===== src/jsu_pkg.sv =====
package jsu_pkg;

  typedef enum logic [1:0] {
    MODE_AWAIT = 2'd0,
    MODE_BODY  = 2'd1,
    MODE_ESC   = 2'd2,
    MODE_HEX   = 2'd3
  } mode_t;

  typedef struct packed {
    logic [7:0] out_byte;
    logic       byte_valid;
    logic       string_done;
    logic       last_of_run;
  } res_t;

  localparam logic [7:0]  CH_QUOTE = 8'h22;
  localparam logic [7:0]  CH_BSLASH = 8'h5C;
  localparam logic [7:0]  CH_U = 8'h75;
  localparam logic [7:0]  CH_N = 8'h6E;
  localparam logic [7:0]  CH_T = 8'h74;
  localparam logic [7:0]  CH_R = 8'h72;
  localparam logic [7:0]  CH_B = 8'h62;
  localparam logic [7:0]  CH_F = 8'h66;
  localparam logic [7:0]  CTL_LF = 8'h0A;
  localparam logic [7:0]  CTL_TAB = 8'h09;
  localparam logic [7:0]  CTL_CR = 8'h0D;
  localparam logic [7:0]  CTL_BS = 8'h08;
  localparam logic [7:0]  CTL_FF = 8'h0C;

  localparam logic [15:0] UTF8_LIM1 = 16'h0080;
  localparam logic [15:0] UTF8_LIM2 = 16'h0800;
  localparam logic [7:0]  UTF8_LEAD2 = 8'hC0;
  localparam logic [7:0]  UTF8_LEAD3 = 8'hE0;
  localparam logic [7:0]  UTF8_CONT = 8'h80;
  localparam logic [7:0]  UTF8_MASK6 = 8'h3F;

  // Non-hex characters count as zero
  function automatic logic [3:0] hex_value(input logic [7:0] h);
    logic [3:0] v;
    v = 4'd0;
    if (h >= 8'h30 && h <= 8'h39) v = 4'(h - 8'h30);
    else if (h >= 8'h61 && h <= 8'h66) v = 4'(h - 8'h61 + 8'd10);
    else if (h >= 8'h41 && h <= 8'h46) v = 4'(h - 8'h41 + 8'd10);
    return v;
  endfunction

endpackage


===== src/json_string_unescaper.sv =====
// Streaming unescaper for one quoted JSON string at a time. Each input item is one raw
// byte; the first byte of a string is taken as its opening quote whatever its value,
// and a closing quote or an item with in_tlast set ends the string. Escapes give their
// control bytes, \u takes up to four hex digits and gives 1 to 3 UTF-8 bytes. Each
// input item gives 0 to 3 output items; out_tlast marks the last one caused by that
// byte, out_tuser[1] marks the end of the string. A byte is decoded combinationally
// from an input register into a three-entry result buffer. With out_tready high, a
// byte that yields at most one output item streams at one item per clock; a \u escape
// giving more holds input until only its last byte is left; items drain one per cycle.
module json_string_unescaper
  import jsu_pkg::*;
(
  input  logic       clk,
  input  logic       rst_n,
  input  logic       in_tvalid,
  output logic       in_tready,
  input  logic [7:0] in_tdata,   // [7:0] in_byte
  input  logic       in_tlast,   // is_final
  output logic       out_tvalid,
  input  logic       out_tready,
  output logic [7:0] out_tdata,  // [7:0] out_byte
  output logic [1:0] out_tuser,  // [0] byte_valid, [1] string_done
  output logic       out_tlast   // last_of_run
);

  mode_t       mode_r, mode_nxt;
  logic [1:0]  seen_r, seen_nxt;
  logic [15:0] acc_r, acc_nxt;

  logic        in_full_r, in_full_nxt;
  logic [7:0]  in_byte_r;
  logic        in_fin_r;

  res_t        res_r [3];
  res_t        res_nxt [3];
  logic [1:0]  cnt_r, cnt_nxt;

  logic        pop, take, in_acc;

  assign pop    = out_tvalid && out_tready;
  assign take   = in_full_r && ((cnt_r == 2'd0) || (cnt_r == 2'd1 && pop));
  assign in_tready = !in_full_r || take;
  assign in_acc = in_tvalid && in_tready;

  assign out_tvalid = (cnt_r != 2'd0);
  assign out_tdata  = res_r[0].out_byte;
  assign out_tuser  = {res_r[0].string_done, res_r[0].byte_valid};
  assign out_tlast  = res_r[0].last_of_run;

  // Decode of the registered byte
  logic [7:0]  dbyte [3];
  logic [1:0]  dn;
  logic        done;
  mode_t       dmode;
  logic [1:0]  dseen;
  logic [15:0] dacc;
  logic [15:0] cp;
  logic        emit_cp;
  logic [7:0]  esc_v;
  logic [1:0]  nres;

  always_comb begin
    dbyte[0] = 8'h00;
    dbyte[1] = 8'h00;
    dbyte[2] = 8'h00;
    dn       = 2'd0;
    done     = 1'b0;
    dmode    = mode_r;
    dseen    = seen_r;
    dacc     = acc_r;
    cp       = 16'h0000;
    emit_cp  = 1'b0;
    esc_v    = in_byte_r;

    unique case (mode_r)
      MODE_AWAIT: begin
        dmode = MODE_BODY;
        done  = in_fin_r;
      end
      MODE_BODY: begin
        if (in_byte_r == CH_QUOTE) begin
          done = 1'b1;
        end else if (in_byte_r == CH_BSLASH && !in_fin_r) begin
          dmode = MODE_ESC;
        end else begin
          dbyte[0] = in_byte_r;
          dn       = 2'd1;
          done     = in_fin_r;
        end
      end
      MODE_ESC: begin
        dmode = MODE_BODY;
        if (in_byte_r == CH_U) begin
          dacc  = 16'h0000;
          dseen = 2'd0;
          if (in_fin_r) begin
            emit_cp = 1'b1;
            done    = 1'b1;
          end else begin
            dmode = MODE_HEX;
          end
        end else begin
          case (in_byte_r)
            CH_N:    esc_v = CTL_LF;
            CH_T:    esc_v = CTL_TAB;
            CH_R:    esc_v = CTL_CR;
            CH_B:    esc_v = CTL_BS;
            CH_F:    esc_v = CTL_FF;
            default: esc_v = in_byte_r;
          endcase
          dbyte[0] = esc_v;
          dn       = 2'd1;
          done     = in_fin_r;
        end
      end
      MODE_HEX: begin
        cp = {acc_r[11:0], hex_value(in_byte_r)};
        if (seen_r == 2'd3 || in_fin_r) begin
          emit_cp = 1'b1;
          dseen   = 2'd0;
          dacc    = 16'h0000;
          dmode   = MODE_BODY;
          done    = in_fin_r;
        end else begin
          dacc  = cp;
          dseen = seen_r + 2'd1;
        end
      end
      default: dmode = MODE_AWAIT;
    endcase

    if (emit_cp) begin
      if (cp < UTF8_LIM1) begin
        dbyte[0] = cp[7:0];
        dn       = 2'd1;
      end else if (cp < UTF8_LIM2) begin
        dbyte[0] = UTF8_LEAD2 | {3'b000, cp[10:6]};
        dbyte[1] = UTF8_CONT | (cp[7:0] & UTF8_MASK6);
        dn       = 2'd2;
      end else begin
        dbyte[0] = UTF8_LEAD3 | {4'b0000, cp[15:12]};
        dbyte[1] = UTF8_CONT | (cp[13:6] & UTF8_MASK6);
        dbyte[2] = UTF8_CONT | (cp[7:0] & UTF8_MASK6);
        dn       = 2'd3;
      end
    end

    if (done) begin
      dmode = MODE_AWAIT;
      dseen = 2'd0;
      dacc  = 16'h0000;
    end
  end

  // Build the result buffer for this byte, or drain the current one
  always_comb begin
    nres = (done && dn == 2'd0) ? 2'd1 : dn;
    mode_nxt = mode_r;
    seen_nxt = seen_r;
    acc_nxt  = acc_r;
    cnt_nxt  = cnt_r;
    for (int i = 0; i < 3; i++) res_nxt[i] = res_r[i];

    if (take) begin
      mode_nxt = dmode;
      seen_nxt = dseen;
      acc_nxt  = dacc;
      cnt_nxt  = nres;
      for (int i = 0; i < 3; i++) begin
        res_nxt[i].out_byte    = dbyte[i];
        res_nxt[i].byte_valid  = (2'(i) < dn);
        res_nxt[i].string_done = done && (2'(i) == nres - 2'd1);
        res_nxt[i].last_of_run = (2'(i) == nres - 2'd1);
      end
    end else if (pop) begin
      cnt_nxt    = cnt_r - 2'd1;
      res_nxt[0] = res_r[1];
      res_nxt[1] = res_r[2];
    end

    in_full_nxt = in_full_r;
    if (in_acc) in_full_nxt = 1'b1;
    else if (take) in_full_nxt = 1'b0;
  end

  always_ff @(posedge clk) begin
    if (!rst_n) begin
      mode_r    <= MODE_AWAIT;
      seen_r    <= 2'd0;
      acc_r     <= 16'h0000;
      cnt_r     <= 2'd0;
      in_full_r <= 1'b0;
    end else begin
      mode_r    <= mode_nxt;
      seen_r    <= seen_nxt;
      acc_r     <= acc_nxt;
      cnt_r     <= cnt_nxt;
      in_full_r <= in_full_nxt;
    end
  end

  // Payload holds without reset
  always_ff @(posedge clk) begin
    if (in_acc) begin
      in_byte_r <= in_tdata;
      in_fin_r  <= in_tlast;
    end
    for (int i = 0; i < 3; i++) res_r[i] <= res_nxt[i];
  end

endmodule


===== config.mk =====
export PLATFORM = sky130hd
export DESIGN_NAME = json_string_unescaper
export DESIGN_NICKNAME = d
export VERILOG_FILES = /design/src/jsu_pkg.sv /design/src/json_string_unescaper.sv
export SDC_FILE = /design/constraint.sdc
export NUM_CORES = 1
export LEC_CHECK = 0
export BUFFER_PORTS_ARGS = -buffer_cell sky130_fd_sc_hd__buf_2
export CORE_ASPECT_RATIO = 0.6
export CORE_MARGIN = 5
export CORE_UTILIZATION = 35
export CTS_CLUSTER_SIZE = 30
export DETAILED_ROUTE_END_ITERATION = 8
export HOLD_SLACK_MARGIN = 0.08
export PLACE_DENSITY_LB_ADDON = 0.12
export SYNTH_ARGS = -nofsm -noshare
export SYNTH_HDL_FRONTEND = slang
export SYNTH_SLANG_ARGS = --single-unit

===== constraint.sdc =====
create_clock -name clk -period 6.35 [get_ports clk]
set_input_delay 0.9525 -clock clk [delete_from_list [all_inputs] [get_ports clk]]
set_output_delay 0.9525 -clock clk [all_outputs]
set_load 0.02 [all_outputs]

==> flow_metrics.env, run 1 <==
export IMPL_status="completed"
export IMPL_clkTransAtPathRegs_ns=0.05
export IMPL_cts_buffers=9
export IMPL_worstSetupStartpointType="flop"
export IMPL_cts_sinks=59
export IMPL_rsz0062_at_grt="false"
export IMPL_fmax_mhz=358
export IMPL_via_per_inst=5.40
export IMPL_io_pins=26
export IMPL_ir_worst_vdd_v=0.000128
export IMPL_cts_htree_levels=3
export IMPL_routed_via_count=2446
export IMPL_yosysWarningCount=0
export IMPL_wl_per_cell_um=17.8
export IMPL_maxSlewHeadroom_pct=39.8
export IMPL_powerDensity_nw_per_um2=319
export IMPL_coreArea_um2=9120
export IMPL_die_x_um=134
export IMPL_crit_fanout=14
export IMPL_crit_slowest_cell="a31oi_1"
export IMPL_antenna_found_initial=0
export IMPL_syn_area_per_cell_um2=10.2
export IMPL_antenna_left=0
export IMPL_hold_ws_ns=0.515
export IMPL_grt_pass1_vias=2267
export IMPL_drt_iter0_drc=206
export IMPL_yosys_top_cells_count="40 x edfxtp_1, 28 x nor2_1, 22 x nand2_1"
export IMPL_crit_path_end_kind="flop"
export IMPL_rows=27
export IMPL_ys_types=67
export IMPL_synth_edf_count=40
export IMPL_clk_latency_ns=0.32
export IMPL_synth_nets=343
export IMPL_synth_top_area_share_pct=37.0
export IMPL_synth_area_leaders="edfxtp_1 37%, dfxtp_1 12%, ha_1 4.2%, nor2_1 3.2%, nor2b_1 3.1%"
export IMPL_finClkSkew_ns=0.00583
export IMPL_tightestPinTransition_ns=0.891
export IMPL_synth_cells=319
export IMPL_synth_area_um2=3240
export IMPL_worst_hold_path_type="flop to flop"
export IMPL_clockBufferDepth=2
export IMPL_power_leakage_uw=0.00131
export IMPL_initial_core_util_pct=35.6
export IMPL_grt_max_degree=28
export IMPL_cts_setup_buffers=0
export IMPL_finalMaxSlewViolations=0
export IMPL_dr_pass1_iters=4
export IMPL_period_minus_slack_ns=2.79
export IMPL_cp_cell_sequence="inv_1, ha_1, and3b_1, a31oi_1, o21a_1, nand2b_1, a22oi_1, nor2b_1"
export IMPL_dp_hpwl_um=6060
export IMPL_cap_violations=0
export IMPL_insertedDiodeCount=0
export IMPL_cts_root_buf="clkbuf_16"
export IMPL_drive_gt1_share_pct=15.4
export IMPL_grt_pass1_wl_um=12800
export IMPL_drcViolationCount=0
export IMPL_finalHoldViolCount=0
export IMPL_numPortBuffers=25
export IMPL_syn2layout_area_growth_pct=12.0
export IMPL_slowest_delay_ns=0.60
export IMPL_track_usage_pct=14.7
export IMPL_synth_top_cell_by_area="edfxtp_1"
export IMPL_setup_viol=0
export IMPL_nets=356
export IMPL_routabilityCongestion=0.844
export IMPL_holdBufCountCts=0
export IMPL_cts_resized=0
export IMPL_dieArea_um2=11400
export IMPL_async_reset_ff_share_pct=0
export IMPL_ys_flop_type="edfxtp_1"
export IMPL_ys_seq_elements=59
export IMPL_finalSetupTns_ns=0
export IMPL_critPathArrivalTime_ns=3.04
export IMPL_die_y_um=84.6
export IMPL_critPathKind="flop to flop"
export IMPL_cts_tree="yes"
export IMPL_drt_total_wl_um=8050
export IMPL_ys_seq_area_share_pct=48.8
export IMPL_grt_overflow=0
export IMPL_finalCritPeriodShare_pct=44.0
export IMPL_yosysMostFrequentCell="edfxtp_1"
export IMPL_required_ns=6.60
[layout make-up]
class | instances | area, um^2
clock buffer | 12 | 236
clock inverter | 4 | 17.5
fill | 916 | 5490
inverter | 15 | 56.3
multi-input combinational | 220 | 1460
sequential | 59 | 1580
tap | 116 | 145
timing repair buffer | 27 | 140
[metal layers]
metal	GRT usage (%)	up-vias	routed length, um
li1	-	1211	-
met1	24.0	1147	4370
met2	17.3	84	2900
met3	5.27	4	741
met4	3.42	0	43
met5	0	-	0
[power by group]
part           internal, uW  total (uW)  switching [uW]
registers               493         524            30.8
logic                  76.7         226             149
clock network           259         411             152
total                   829        1160             332
[cells by family after synthesis]
group                    synth area share (%)
AO/OA/AOI/OAI                            19.4
XOR/XNOR                                0.270
adder cells (fa/ha/maj)                  4.24
buffers and inverters                    6.33
flip-flops                               48.8
multiplexers                            0.617
AND/OR/NAND/NOR                          20.3
[final timing paths]
path	startpoint	endpoint	slack, ns	cells past startpoint
setup / recovery	in_byte_r[0]$_DFFE_PP_	acc_r[4]$_SDFFE_PN0P_	3.56	8
hold / removal	mode_r[1]$_SDFFE_PN0P_	mode_r[1]$_SDFFE_PN0P_	0.52	2
setup reg to reg	in_byte_r[0]$_DFFE_PP_	acc_r[4]$_SDFFE_PN0P_	3.56	8
hold reg to reg	mode_r[1]$_SDFFE_PN0P_	mode_r[1]$_SDFFE_PN0P_	0.52	2
[state kept, by name, summed over array words and instances, names as in the netlist]
register / cells
in_full_r: 1
res_r: 31
acc_r: 12
in_fin_r: 1
in_byte_r: 8
cnt_r: 2
mode_r: 2
seen_r: 2
[layout by cell type, fill, tap and decap left out, types with 3 or more instances in the layout]
cell | synthesis | final
edfxtp_1 | 40 | 40
clkbuf_16 | 0 | 9
nand2b_1 | 4 | 4
nor2_1 | 28 | 28
nand3_1 | 7 | 7
a21boi_0 | 3 | 3
o21a_1 | 3 | 3
and3_1 | 3 | 3
o21ai_0 | 18 | 18
a221o_1 | 3 | 3
clkinv_1 | 1 | 3
a22oi_1 | 12 | 12
clkbuf_1 | 5 | 3
a31oi_1 | 10 | 10
a22o_1 | 4 | 4
and2_1 | 3 | 3
a21oi_1 | 15 | 15
inv_1 | 13 | 13
dfxtp_1 | 19 | 19
nor3_1 | 5 | 5
a21boi_1 | 3 | 3
ha_1 | 11 | 11
nor2b_1 | 16 | 16
buf_2 | 8 | 25
nand2_1 | 22 | 22
[stage by stage]
step / utilization, % / instances / worst slack, ns / area [um^2] / total power, uW
floorplan: - / 319 / 3.82 / 3240 / 703
global placement: 37.1 / 437 / 3.35 / 3380 / 759
global route: 39.8 / 453 / 3.30 / 3630 / 1220
detailed placement: 37.1 / 437 / 3.28 / 3380 / 758
finish: 39.8 / 453 / 3.56 / 3630 / 1160
CTS: 39.8 / 453 / 3.58 / 3630 / 1170
[critical path, delay by kind of cell, from the launching register on]
family	cells	cell delay (ns)
AOI/OAI and AO/OA	3	1.03
buffers and inverters	1	0.12
and+or+nand+nor	3	0.86
DFF	1	0.47
adders and majority gates	1	0.24
Note: power is estimated with default switching activity, not from simulation.
==> run 2, diff against run 1 <==
--- a/config.mk
+++ b/config.mk
@@ -5,6 +5,7 @@
 export SDC_FILE = /design/constraint.sdc
 export NUM_CORES = 1
 export LEC_CHECK = 0
+export ABC_AREA = 1
 export BUFFER_PORTS_ARGS = -buffer_cell sky130_fd_sc_hd__buf_2
 export CORE_ASPECT_RATIO = 0.6
 export CORE_MARGIN = 5
==> constraint.sdc (replaced) <==
create_clock -name clk -period 2.3 [get_ports clk]
set_input_delay 0.345 -clock clk [delete_from_list [all_inputs] [get_ports clk]]
set_output_delay 0.345 -clock clk [all_outputs]
set_load 0.02 [all_outputs]
==> run 2 against run 1 <==
  * Maximum frequency rose by 31%
  * Register-to-register slack got worse by 3.4 ns
  * Design area rose by 15%
  * First-iteration DRC count rose by 8.7%
  * Non-clock buffer count rose by 22
  * Clock skew fell by 0.00076 ns
  * Sequential power rose to 3.0 times the previous value
  * Area after synthesis rose by 8.4%
  * Count of clock-buffer cells in the layout fell by 3
  * Via count rose by 21%
  * Clock power rose to 3.8 times the previous value
  * Critical path type unchanged
  * Highest routed layer unchanged
==> flow_metrics.env, run 2 <==
export IMPL_status="completed"
export IMPL_drt_total_wl_um=9470
export IMPL_yosys_top_cells_count="116 x nand2_1, 42 x nand3_1, 40 x edfxtp_1"
export IMPL_crit_top_cell="nand2_1"
export IMPL_antenna_left=0
export IMPL_die_x_um=139
export IMPL_async_reset_ff_share_pct=0
export IMPL_crit_slowest_cell="dfxtp_1"
export IMPL_finalHoldViolCount=0
export IMPL_dp_hpwl_um=7220
export IMPL_synth_area_leaders="edfxtp_1 34%, nand2_1 12%, dfxtp_1 11%, nand3_1 6.0%, nor2_1 4.1%"
export IMPL_io_pins=26
export IMPL_synth_edf_count=40
export IMPL_finalSetupTns_ns=0
export IMPL_die_y_um=87.7
export IMPL_fin_cells=604
export IMPL_fmax_mhz=470
export IMPL_grt_max_degree=21
export IMPL_grt_pass1_vias=2783
export IMPL_cts_tree="yes"
export IMPL_cap_violations=0
export IMPL_ys_seq_elements=59
export IMPL_finClkSkew_ns=0.00507
export IMPL_slowest_delay_ns=0.36
export IMPL_synth_cells=426
export IMPL_clk_latency_ns=0.33
export IMPL_routabilityCongestion=0.884
export IMPL_cts_sinks=59
export IMPL_cp_cell_sequence="ha_2, nand2_1, nand2_1, nor2_2, nand2_4, inv_2, nand2_2, o22ai_1, a21boi_0, buf_4, o21ai_1"
export IMPL_initial_core_util_pct=35.7
export IMPL_clkTransAtPathRegs_ns=0.05
export IMPL_synth_top_area_share_pct=34.2
export IMPL_cts_buffers=9
export IMPL_ir_worst_vdd_v=0.000484
export IMPL_crit_fanout=14
export IMPL_critPathKind="flop to flop"
export IMPL_critPathArrivalTime_ns=2.21
export IMPL_coreArea_um2=9840
export IMPL_dr_pass1_iters=5
export IMPL_wl_per_cell_um=15.7
export IMPL_dp_cells=584
export IMPL_synth_top_cell_by_area="edfxtp_1"
export IMPL_synth_area_um2=3520
export IMPL_yosysWarningCount=0
export IMPL_final_area_um2=4190
export IMPL_synth_nets=450
export IMPL_setup_viol=0
export IMPL_ys_types=39
export IMPL_cp_top_family="simple AND/OR/NAND/NOR gates"
export IMPL_via_per_inst=4.89
export IMPL_layout_common_cells="116 x nand2_1, 41 x nand3_1, 40 x edfxtp_1, 37 x nor2_1, 28 x inv_1"
export IMPL_grt_pass1_wl_um=15200
export IMPL_yosysMostFrequentCell="nand2_1"
export IMPL_worstSetupStartpointType="flop"
export IMPL_rows=28
export IMPL_maxSlewHeadroom_pct=57.1
export IMPL_syn_area_per_cell_um2=8.26
export IMPL_crit_path_end_kind="flop"
export IMPL_drt_iter0_drc=224
export IMPL_powerDensity_nw_per_um2=1030
export IMPL_numPortBuffers=25
export IMPL_finalMaxSlewViolations=0
export IMPL_ys_flop_type="edfxtp_1"
export IMPL_finalCritPeriodShare_pct=92.5
export IMPL_antenna_found_initial=0
export IMPL_regMostFlops="res_r"
export IMPL_routed_via_count=2956
export IMPL_largest_reg_flops=31
export IMPL_worst_hold_path_type="input port to flop"
export IMPL_required_ns=2.38
export IMPL_dpl_cell_area_um2=3810
export IMPL_drcViolationCount=0
export IMPL_cts_root_buf="clkbuf_16"
export IMPL_nets=488
export IMPL_largestRegisters="res_r: 31 flops, acc_r: 12 flops, in_byte_r: 8 flops"
export IMPL_insertedDiodeCount=0
export IMPL_drive_gt1_share_pct=25.8
export IMPL_cts_htree_levels=3
export IMPL_syn2layout_area_growth_pct=19.2
export IMPL_ys_seq_area_share_pct=45.0
export IMPL_setup_slack_ns=0.172
export IMPL_holdBufCountCts=0
export IMPL_tightestPinTransition_ns=0.643
export IMPL_power_leakage_uw=0.00174
export IMPL_dieArea_um2=12200
export IMPL_cp_buffers_inverters=2
export IMPL_layout_commonest_cell="nand2_1"
export IMPL_grt_overflow=0
export IMPL_track_usage_pct=16.5
export IMPL_period_minus_slack_ns=2.13
export IMPL_dp_slack_ns=0.0269
export IMPL_clockBufferDepth=2
-- run 2: changes by cell type in the layout (fill, tap and decap cells not counted), moves of 11 or more --
cell	previous run	this run
inv_1	13	28
nor2b_1	16	0
nand2_1	22	116
a22oi_1	12	1
nand3_1	7	41
buf_4	2	23
-- run 2: routing by layer --
layer	track usage [%]	up-vias	wire (um)
met5	0	-	0
met4	5.06	0	118
met3	5.73	9	753
met2	21.6	90	3480
met1	25.0	1363	5120
li1	-	1494	-
-- run 2: power by group --
| part | internal, uW | switching (uW) | leakage (uW) |
|---|---|---|---|
| combinational | 383 | 799 | 0.00104 |
| clock | 1060 | 501 | 0.000163 |
| sequential | 1470 | 90.8 | 0.000540 |
| total | 2910 | 1390 | 0.00174 |
-- run 2: worst paths after layout --
kind / from / to / slack, ns / cells past startpoint
max: mode_r[1]$_SDFFE_PN0P_ / res_r[0][7]$_DFFE_PP_ / 0.17 / 11
max reg2reg: mode_r[1]$_SDFFE_PN0P_ / res_r[0][7]$_DFFE_PP_ / 0.17 / 11
min: in_tdata[3] / in_byte_r[3]$_DFFE_PP_ / 0.18 / 1
min reg2reg: acc_r[2]$_SDFFE_PN0P_ / acc_r[6]$_SDFFE_PN0P_ / 0.50 / 2
-- run 2: cell type report --
| class | instances | area [um^2] |
|---|---|---|
| Clock inverter | 7 | 115 |
| Timing Repair Buffer | 49 | 318 |
| Sequential cell | 59 | 1580 |
| Fill cell | 1012 | 5650 |
| Multi-Input combinational cell | 305 | 1630 |
| Clock buffer | 9 | 225 |
| Inverter | 40 | 154 |
| Tap cell | 135 | 169 |
-- run 2: worst register-to-register path, cell delays in order (launching register included) --
cell	delay [ns]
dfxtp_1	0.36
ha_2	0.36
nand2_1	0.14
nand2_1	0.11
nor2_2	0.06
nand2_4	0.08
inv_2	0.05
nand2_2	0.11
o22ai_1	0.11
a21boi_0	0.27
buf_4	0.17
o21ai_1	0.06
-- run 2: per-stage QoR --
step                      power [uW]  util, %  hold slack, ns
after floorplan                 2440        -           0.444
after global placement          2750     38.7           0.486
after detailed placement        2760     38.7           0.493
after CTS                       4340     42.2           0.168
after global routing            4550     42.6           0.171
final                           4300     42.6           0.183
-- run 2: logic make-up after synthesis --
family	Yosys count	synth area share (%)
AND/OR/NAND/NOR	233	31.3
adder cells (fa/ha/maj)	11	3.91
AO/OA/AOI/OAI	61	10.7
buffers and inverters	62	9.04
flip-flops	59	45.0
-- run 2: timing repair --
action                                  CTS  global route
endpoints found under the setup margin    0            19
gates resized for setup                   0             5
buffers inserted                          0             4
